<file path="src/rtl/core/nearest_neighbor_image_rotate_defines.svh">
// ----------------------------------------------------------------------------
// Assertion macros for the image rotation core
// Shorthand for the concurrent checks in the core's top module.
// ----------------------------------------------------------------------------
`ifndef NEAREST_NEIGHBOR_IMAGE_ROTATE_DEFINES_SVH
`define NEAREST_NEIGHBOR_IMAGE_ROTATE_DEFINES_SVH

// Checks a property on every clock edge while reset is not asserted.
`define NNIR_ASSERT(label, prop) \
    label: assert property (@(posedge aclk) disable iff (!aresetn) prop) \
        else $error("nnir assertion failed");

// Checks a property on every clock edge, reset included.
`define NNIR_ASSERT_ALWAYS(label, prop) \
    label: assert property (@(posedge aclk) prop) \
        else $error("nnir assertion failed");

`endif

</file>
<file path="src/rtl/core/nnir_pkg.sv">
// ----------------------------------------------------------------------------
// Image rotation package
// Widths, codes and shared types of the nearest neighbor rotation core.
// ----------------------------------------------------------------------------
package nnir_pkg;

    localparam int MAX_SIDE   = 256;
    localparam int SIDE_BITS  = $clog2(MAX_SIDE);
    localparam int SIZE_W     = SIDE_BITS + 1;
    localparam int ADDR_W     = 2 * SIDE_BITS;
    localparam int PIXEL_W    = 32;
    localparam int TRIG_W     = 16;
    localparam int FRAC_BITS  = 14;
    localparam int DELTA_W    = SIDE_BITS + 2;
    localparam int PROD_W     = DELTA_W + TRIG_W;
    localparam int SUM_W      = PROD_W + 2;
    localparam int RND_W      = SUM_W - FRAC_BITS;
    localparam int POS_W      = RND_W + 1;
    localparam int ROUND_HALF = 1 << (FRAC_BITS - 1);
    localparam int CFG_IDX_W  = 2;
    localparam int CFG_DATA_W = TRIG_W;

    localparam logic [PIXEL_W-1:0] WHITE_PIXEL  = '1;
    localparam logic [TRIG_W-1:0]  COS_RESET    = TRIG_W'(1 << FRAC_BITS);
    localparam logic [TRIG_W-1:0]  SIN_RESET    = '0;
    localparam logic [SIZE_W-1:0]  SIDE_RESET   = SIZE_W'(MAX_SIDE);

    typedef enum logic [CFG_IDX_W-1:0] {
        REG_COS    = 2'd0,
        REG_SIN    = 2'd1,
        REG_WIDTH  = 2'd2,
        REG_HEIGHT = 2'd3
    } cfg_reg_t;

    typedef enum logic {
        OP_WRITE = 1'b0,
        OP_FETCH = 1'b1
    } op_t;

    typedef enum logic [2:0] {
        ST_IDLE,
        ST_MUL,
        ST_SUM,
        ST_RND,
        ST_ADDR,
        ST_DONE
    } state_t;

    typedef struct packed {
        logic load;
        logic mul;
        logic sum;
        logic rnd;
    } map_ctl_t;

endpackage

</file>
<file path="src/rtl/core/nnir_map.sv">
// ----------------------------------------------------------------------------
// Coordinate mapper
// Maps an output pixel back into the source frame over four register stages.
// ----------------------------------------------------------------------------
module nnir_map (
    input  logic                                aclk,
    input  nnir_pkg::map_ctl_t                  ctl,
    input  logic [nnir_pkg::SIDE_BITS-1:0]      pos_x,
    input  logic [nnir_pkg::SIDE_BITS-1:0]      pos_y,
    input  logic signed [nnir_pkg::TRIG_W-1:0]  cos_q,
    input  logic signed [nnir_pkg::TRIG_W-1:0]  sin_q,
    input  logic [nnir_pkg::SIZE_W-1:0]         width_eff,
    input  logic [nnir_pkg::SIZE_W-1:0]         height_eff,
    output logic [nnir_pkg::ADDR_W-1:0]         src_addr,
    output logic                                src_hit
);

    localparam int SB = nnir_pkg::SIDE_BITS;

    logic [SB-1:0] cx;
    logic [SB-1:0] cy;

    logic signed [nnir_pkg::DELTA_W-1:0] dx_reg, dy_reg;
    logic signed [nnir_pkg::DELTA_W-1:0] dx_next, dy_next;
    logic                                in_img_reg, in_img_next;

    logic signed [nnir_pkg::PROD_W-1:0] p_xc_reg, p_ys_reg, p_xs_reg, p_yc_reg;
    logic signed [nnir_pkg::SUM_W-1:0]  sum_x_reg, sum_y_reg;
    logic signed [nnir_pkg::SUM_W-1:0]  sum_x_next, sum_y_next;

    logic signed [nnir_pkg::SUM_W-1:0]  bias_x, bias_y;
    logic signed [nnir_pkg::SUM_W-1:0]  biased_x, biased_y;
    logic signed [nnir_pkg::SUM_W-1:0]  shifted_x, shifted_y;
    logic signed [nnir_pkg::RND_W-1:0]  rnd_x_reg, rnd_y_reg;
    logic signed [nnir_pkg::RND_W-1:0]  rnd_x_next, rnd_y_next;

    logic signed [nnir_pkg::POS_W-1:0]  src_x, src_y;
    logic signed [nnir_pkg::POS_W-1:0]  lim_x, lim_y;

    assign cx = width_eff[SB:1];
    assign cy = height_eff[SB:1];

    always_comb begin
        dx_next     = $signed({2'b00, pos_x}) - $signed({2'b00, cx});
        dy_next     = $signed({2'b00, pos_y}) - $signed({2'b00, cy});
        in_img_next = ({1'b0, pos_x} < width_eff) && ({1'b0, pos_y} < height_eff);
    end

    always_ff @(posedge aclk) begin
        if (ctl.load) begin
            dx_reg     <= dx_next;
            dy_reg     <= dy_next;
            in_img_reg <= in_img_next;
        end
        if (ctl.mul) begin
            p_xc_reg <= dx_reg * cos_q;
            p_ys_reg <= dy_reg * sin_q;
            p_xs_reg <= dx_reg * sin_q;
            p_yc_reg <= dy_reg * cos_q;
        end
        if (ctl.sum) begin
            sum_x_reg <= sum_x_next;
            sum_y_reg <= sum_y_next;
        end
        if (ctl.rnd) begin
            rnd_x_reg <= rnd_x_next;
            rnd_y_reg <= rnd_y_next;
        end
    end

    always_comb begin
        sum_x_next = nnir_pkg::SUM_W'(p_xc_reg) + nnir_pkg::SUM_W'(p_ys_reg);
        sum_y_next = nnir_pkg::SUM_W'(p_yc_reg) - nnir_pkg::SUM_W'(p_xs_reg);
    end

    // Rounding half away from zero: a negative value takes one less of bias
    // before the arithmetic shift.
    always_comb begin
        bias_x     = sum_x_reg[nnir_pkg::SUM_W-1] ?
                     nnir_pkg::SUM_W'(nnir_pkg::ROUND_HALF - 1) :
                     nnir_pkg::SUM_W'(nnir_pkg::ROUND_HALF);
        bias_y     = sum_y_reg[nnir_pkg::SUM_W-1] ?
                     nnir_pkg::SUM_W'(nnir_pkg::ROUND_HALF - 1) :
                     nnir_pkg::SUM_W'(nnir_pkg::ROUND_HALF);
        biased_x   = sum_x_reg + bias_x;
        biased_y   = sum_y_reg + bias_y;
        shifted_x  = biased_x >>> nnir_pkg::FRAC_BITS;
        shifted_y  = biased_y >>> nnir_pkg::FRAC_BITS;
        rnd_x_next = shifted_x[nnir_pkg::RND_W-1:0];
        rnd_y_next = shifted_y[nnir_pkg::RND_W-1:0];
    end

    always_comb begin
        src_x    = nnir_pkg::POS_W'(rnd_x_reg) + $signed(nnir_pkg::POS_W'(cx));
        src_y    = nnir_pkg::POS_W'(rnd_y_reg) + $signed(nnir_pkg::POS_W'(cy));
        lim_x    = $signed(nnir_pkg::POS_W'(width_eff));
        lim_y    = $signed(nnir_pkg::POS_W'(height_eff));
        src_hit  = in_img_reg
                   && !src_x[nnir_pkg::POS_W-1] && (src_x < lim_x)
                   && !src_y[nnir_pkg::POS_W-1] && (src_y < lim_y);
        src_addr = {src_y[SB-1:0], src_x[SB-1:0]};
    end

endmodule

</file>
<file path="config.mk">
export PLATFORM = sky130hd
export DESIGN_NAME = nnir_map
export DESIGN_NICKNAME = d
export VERILOG_FILES = /design/src/rtl/core/nearest_neighbor_image_rotate_defines.svh /design/src/rtl/core/nnir_pkg.sv /design/src/rtl/core/nnir_map.sv
export SDC_FILE = /design/constraint.sdc
export NUM_CORES = 2
export LEC_CHECK = 0
export ABC_CLOCK_PERIOD_IN_PS = 7050
export BUFFER_PORTS_ARGS = -buffer_cell sky130_fd_sc_hd__buf_4
export CELL_PAD_IN_SITES_DETAIL_PLACEMENT = 2
export CELL_PAD_IN_SITES_GLOBAL_PLACEMENT = 2
export CORE_ASPECT_RATIO = 1.75
export CORE_UTILIZATION = 40
export DETAILED_ROUTE_END_ITERATION = 12
export PLACE_DENSITY_LB_ADDON = 0.1
export SLEW_MARGIN = 5
export SYNTH_ARGS = -nofsm -noshare
export SYNTH_HDL_FRONTEND = slang
export SYNTH_SLANG_ARGS = --single-unit
</file>
<file path="constraint.sdc">
create_clock -name aclk -period 7.05 [get_ports aclk]
set_input_delay 1.41 -clock aclk [delete_from_list [all_inputs] [get_ports aclk]]
set_output_delay 1.41 -clock aclk [all_outputs]
set_load 0.1 [all_outputs]
</file>
# Word level (Yosys, flattened, before mapping)
# Cells that the tools add are included.
# word_totals
word_cells	36
mem_bits_ro	0
mem_count	0
latchBits	0
output_inout_bits	17
ramBits	0
reg_bits	207
in_bits	71
# classes
multipliers	4
bitwise_logic	0
n_addsub	8
div_mod_pow	0
muxes	2
n_reduce_logical	7
n_eq_ne	0
magnitude_cmp	4
shifts	0
# ops
operator	n
9-bit by 16-bit multiplier with 25-bit output	4
28-bit by 15-bit adder with 28-bit output	2
14-bit by 9-bit adder with 15-bit output	2
15-bit by 10-bit < comparator with 1-bit output	2
14-bit 2-to-1 mux	2
26-bit by 26-bit adder with 27-bit output	1
26-bit by 26-bit subtractor with 27-bit output	1
8-bit by 9-bit < comparator with 1-bit output	2
8-bit by 8-bit subtractor with 9-bit output	2
1-bit logical AND	5
1-bit zero test	2

# Longest topological paths before layout
# depth
ltp_word	6
mapped_depth	20
mapped_depth_nobuf	19

# Worst setup path after synthesis
# Ideal clock, no wire load.
# synth_path
path_kind	input to output
from	input port width_eff[1] (netlist bit)
to	output port src_hit
path_stages	16
n_path_buf	0
setup_slack_ps	-3885
arrival_ps	9525
required_ps	5640
path_cell_list	ha_1 -> fa_1 -> a21o_1 -> a21oi_1 -> nor2b_1 -> o31ai_1 -> a21boi_0 -> ha_1 -> a21o_1 -> nand3_1 -> o311ai_0 -> nor4_1 -> o31ai_1 -> a311oi_1 -> nand4_1 -> nor4_1
# synth_via
elab_cells_between_ends	7
cone_classes	add/sub (1); order compare (1); reduce/logical (5)
# synth_rtl
element	line_no	text
from (decl)	nnir_map.sv:12	input logic [nnir_pkg::SIZE_W-1:0] width_eff,
14-bit by 9-bit adder with 15-bit output	nnir_map.sv:94	src_x = nnir_pkg::POS_W'(rnd_x_reg) + $signed(nnir_pkg::POS_W'(cx));
named net src_addr (one bit)	nnir_map.sv:14	output logic [nnir_pkg::ADDR_W-1:0] src_addr,
15-bit by 10-bit < comparator with 1-bit output	nnir_map.sv:99	&& !src_x[nnir_pkg::POS_W-1] && (src_x < lim_x)
1-bit logical AND	nnir_map.sv:99	
1-bit logical AND (2 in series)	nnir_map.sv:100	&& !src_y[nnir_pkg::POS_W-1] && (src_y < lim_y);
to (decl)	nnir_map.sv:15	output logic src_hit
# The timed path passes the listed nets, and every way through them passes these cells.

# Worst setup path after layout
# layout_path
from	input port width_eff[1] (netlist bit)
to	output port src_hit
# layout_via
elab_chain_len	6
elab_cells_between_ends	7
cone_classes	add/sub (1); order compare (1); reduce/logical (5)
# layout_rtl
element	line_no
branches (longest 3 deep; another with 14-bit by 9-bit adder with 15-bit output)	--
1-bit logical AND *	nnir_map.sv:99
1-bit logical AND * (2 in series)	nnir_map.sv:100
# Mark *: on every way between the ends.

==> results.py <==
metrics = {
    "outcome": {
        "status": "complete, no violations",
    },
    "cells_and_area": {
        "stdcell_count": 4168,
        "insertedDiodeCount": 0,
        "areaGrowthSynthToFinish_pct": 8.77,
        "final_nets": 4032,
        "drive_above_1_share_pct": 6.29,
        "fillers": 8169,
    },
    "synthesis": {
        "synth.top_cell.area_share_pct": 31.1,
        "syn-num-nets": 3982,
        "synthFlopType": "edfxtp_1",
        "synthCells": 3083,
        "ys_types": 78,
        "synth_edf_count": 201,
        "yosys.area.top_type": "fa_1",
        "yosys_warnings": 0,
        "netlist_area_mm2": 0.0310,
        "seq_area_frac_synth_pct": 19.5,
        "syn_avg_cell_area_um2": 10.1,
        "async_flop_share_pct": 0,
        "ys_top_cells_by_area": "fa_1, edfxtp_1, ha_1, inv_1, and2_1",
        "synth_seq_cells": 201,
    },
    "place": {
        "io_buffers": 87,
        "dp.cells": 4127,
        "dp_slack_ns": 0.0732,
        "hpwl_um": 77400,
        "gp_congestion": 0.831,
    },
    "floorplan": {
        "die-area_mm2": 0.0786,
        "num_rows": 134,
        "core_area_mm2": 0.0765,
        "die_h_um": 370,
        "io_pins": 88,
        "die_width_um": 212,
        "start_util_pct": 40.5,
    },
    "clock_tree": {
        "cts_root_buffer": "clkbuf_16",
        "cts_tree": "done",
        "clk_pin_slew_worst_paths_ns": 0.06,
        "postCtsHoldBufs": 0,
        "cts.sinks": 201,
        "worstSkewPairLatency_ns": 0.56,
        "clk_path_buf_depth": 3,
        "numCtsBuffers": 24,
        "h-tree-depth": 1,
    },
    "worst_hold_path": {
        "min_path_type": "flop to flop",
    },
    "global_routing": {
        "grt_usage_pct": 24.6,
        "grt_max_degree": 55,
        "overflow": 0,
        "grt_pass1_wl_um": 148000,
        "antenna_found_initial": 2,
        "grt_pass1_vias": 27000,
    },
    "detailed_routing": {
        "drtPass1Iterations": 4,
        "wire_per_inst_um": 22.2,
        "ant_nets": 0,
        "via_per_inst": 5.35,
        "drc": 0,
        "drt_iter0_markers": 781,
        "drt_wl_total_um": 92500,
        "dr_total_vias": 22300,
    },
    "sta": {
        "timing.fmax_mhz": 147,
        "worstMarginPinSlew_ns": 1.07,
        "hold_viol": 0,
        "period_share_pct": 96.5,
        "slew_viol_final": 0,
        "maxSlewHeadroom_pct": 28.9,
        "fin_skew_ns": 0.0153,
        "grt_setup_unrepaired": "no",
        "period_needed_ns": 6.80,
        "layout_setup_ws_ns": 0.246,
        "setup_viol": 0,
    },
    "setup_path": {
        "end_kind": "output pin",
        "slowest_delay_ns": 0.38,
        "worstPathCellList": "buf_4 -> ha_1 -> fa_2 -> a21o_1 -> a21oi_2 -> nor2b_1 -> o31ai_2 -> a21oi_1 -> xor2_1 -> ha_1 -> a222oi_1 -> o2111ai_1 -> nor4_2 -> o31ai_1 -> a311oi_1 -> nand4_1 -> nor4_4 -> buf_6",
        "critPathBufInv": 2,
        "critical_path.max_fanout": 3,
        "path_class": "input pin to output pin",
        "start_kind": "input pin",
        "cp.arrival_ns": 5.39,
        "crit_top_cell": "ha_1",
        "worst_path_max_delay_cell": "fa_2",
        "cp_top_family": "compound AO/OA/AOI/OAI gates",
        "cp.required_ns": 5.64,
    },
    "job": {
        "max-cap-violations": 0,
    },
}
cells by family after synthesis:
kind of cell               count (synthesis)  synth area share [%]
adders and majority gates                828                  45.1
and+or+nand+nor                          901                  14.4
xor gates and xnor gates                 183                  5.17
buffers and inverters                    564                  6.84
AOI/OAI and AO/OA                        402                  8.89
muxes                                      4                 0.133
DFF                                      201                  19.5
metrics by stage:
stage	setup TNS [ns]	hold slack (ns)	cell area, um^2	utilization, %
detailed placement	0	0.547	32900	43.0
finish	0	0.562	33700	44.1
global placement	0	0.535	32900	43.0
CTS	0	0.563	33700	44.1
global route	0	0.569	33700	44.1
floorplan	-0.0651	0.513	31100	-
worst paths after layout:
| check | start | end | slack, ns | cells past startpoint |
|---|---|---|---|---|
| worst min register to register | p_ys_reg[0]$_DFFE_PP_ | sum_x_reg[0]$_DFFE_PP_ | 0.56 | 1 |
| worst min-delay path | p_ys_reg[0]$_DFFE_PP_ | sum_x_reg[0]$_DFFE_PP_ | 0.56 | 1 |
| worst max register to register | dx_reg[1]$_DFFE_PP_ | p_xs_reg[24]$_DFFE_PP_ | 0.79 | 19 |
| worst max-delay path | width_eff[1] | src_hit | 0.25 | 18 |
cell type report:
type                            instances  area [um^2]  share of cell area, %
Clock buffer                           26          629                   1.87
Sequential cell                       201         6040                   17.9
Multi-Input combinational cell       2318        22900                   68.1
Inverter                              468         1760                   5.21
Clock inverter                         15          161                  0.479
Tap cell                             1020         1280                   3.79
Timing Repair Buffer                  120          905                   2.68
routing by layer:
metal / vias up / part of all wire, % / GRT usage, % / routed length, um
met2: 280 / 58 / 50.3 / 54000
met3: 121 / 2.2 / 1.87 / 2020
li1: 10100 / - / - / -
met5: - / 0.019 / 0 / 18
met1: 11800 / 36 / 25.3 / 33200
met4: 4 / 3.6 / 8.43 / 3310
synth_stat cells, types with 26 or more instances:
cell / number
xnor2_1: 134
fa_1: 482
nand2_1: 318
a21o_1: 63
nor3_1: 27
ha_1: 346
and2_1: 274
nor2_1: 143
xor2_1: 49
a21oi_1: 106
clkbuf_1: 94
edfxtp_1: 201
o21ai_0: 68
nand3_1: 26
nand2b_1: 26
inv_1: 466
placed cells by master (no fill, tap or decap), types with 4 or more instances in the layout:
cell type / count
fa_1: 481
inv_1: 466
ha_1: 345
nand2_1: 318
and2_1: 274
edfxtp_1: 201
nor2_1: 143
xnor2_1: 131
buf_4: 119
a21oi_1: 104
o21ai_0: 68
a21o_1: 63
xor2_1: 46
nor3_1: 27
nand3_1: 26
nand2b_1: 26
clkbuf_16: 25
a211oi_1: 20
nor2b_1: 20
nand4_1: 20
o21a_1: 20
and3_1: 16
o21bai_1: 14
o211ai_1: 11
or3_1: 11
o31ai_1: 9
a31oi_1: 8
o2111ai_1: 8
a2111oi_0: 6
o211a_1: 6
a31o_2: 5
clkinv_1: 5
o31a_1: 5
clkinv_2: 5
or2_2: 4
a211o_1: 4
o2bb2ai_1: 4
worst register-to-register path: stages (launching register included):
cell	delay, ns
edfxtp_1	0.90
buf_4	0.40
nand2_1	0.12
fa_1	0.52
inv_1	0.05
fa_1	0.50
inv_1	0.06
fa_1	0.53
inv_1	0.05
fa_1	0.38
fa_1	0.47
ha_1	0.32
o21a_1	0.13
a21oi_1	0.21
o21ai_0	0.20
a21o_1	0.24
o2bb2ai_1	0.18
o41ai_2	0.39
mux2i_1	0.24
nand4_1	0.12
what timing repair did:
item,4_1_cts,5_1_grt
endpoints found under the setup margin,0,1
buffers inserted,0,0
gates resized for setup,0,3
Power is not shown: default switching activity piles up to over one toggle a cycle in this logic, so the estimate is an artifact.
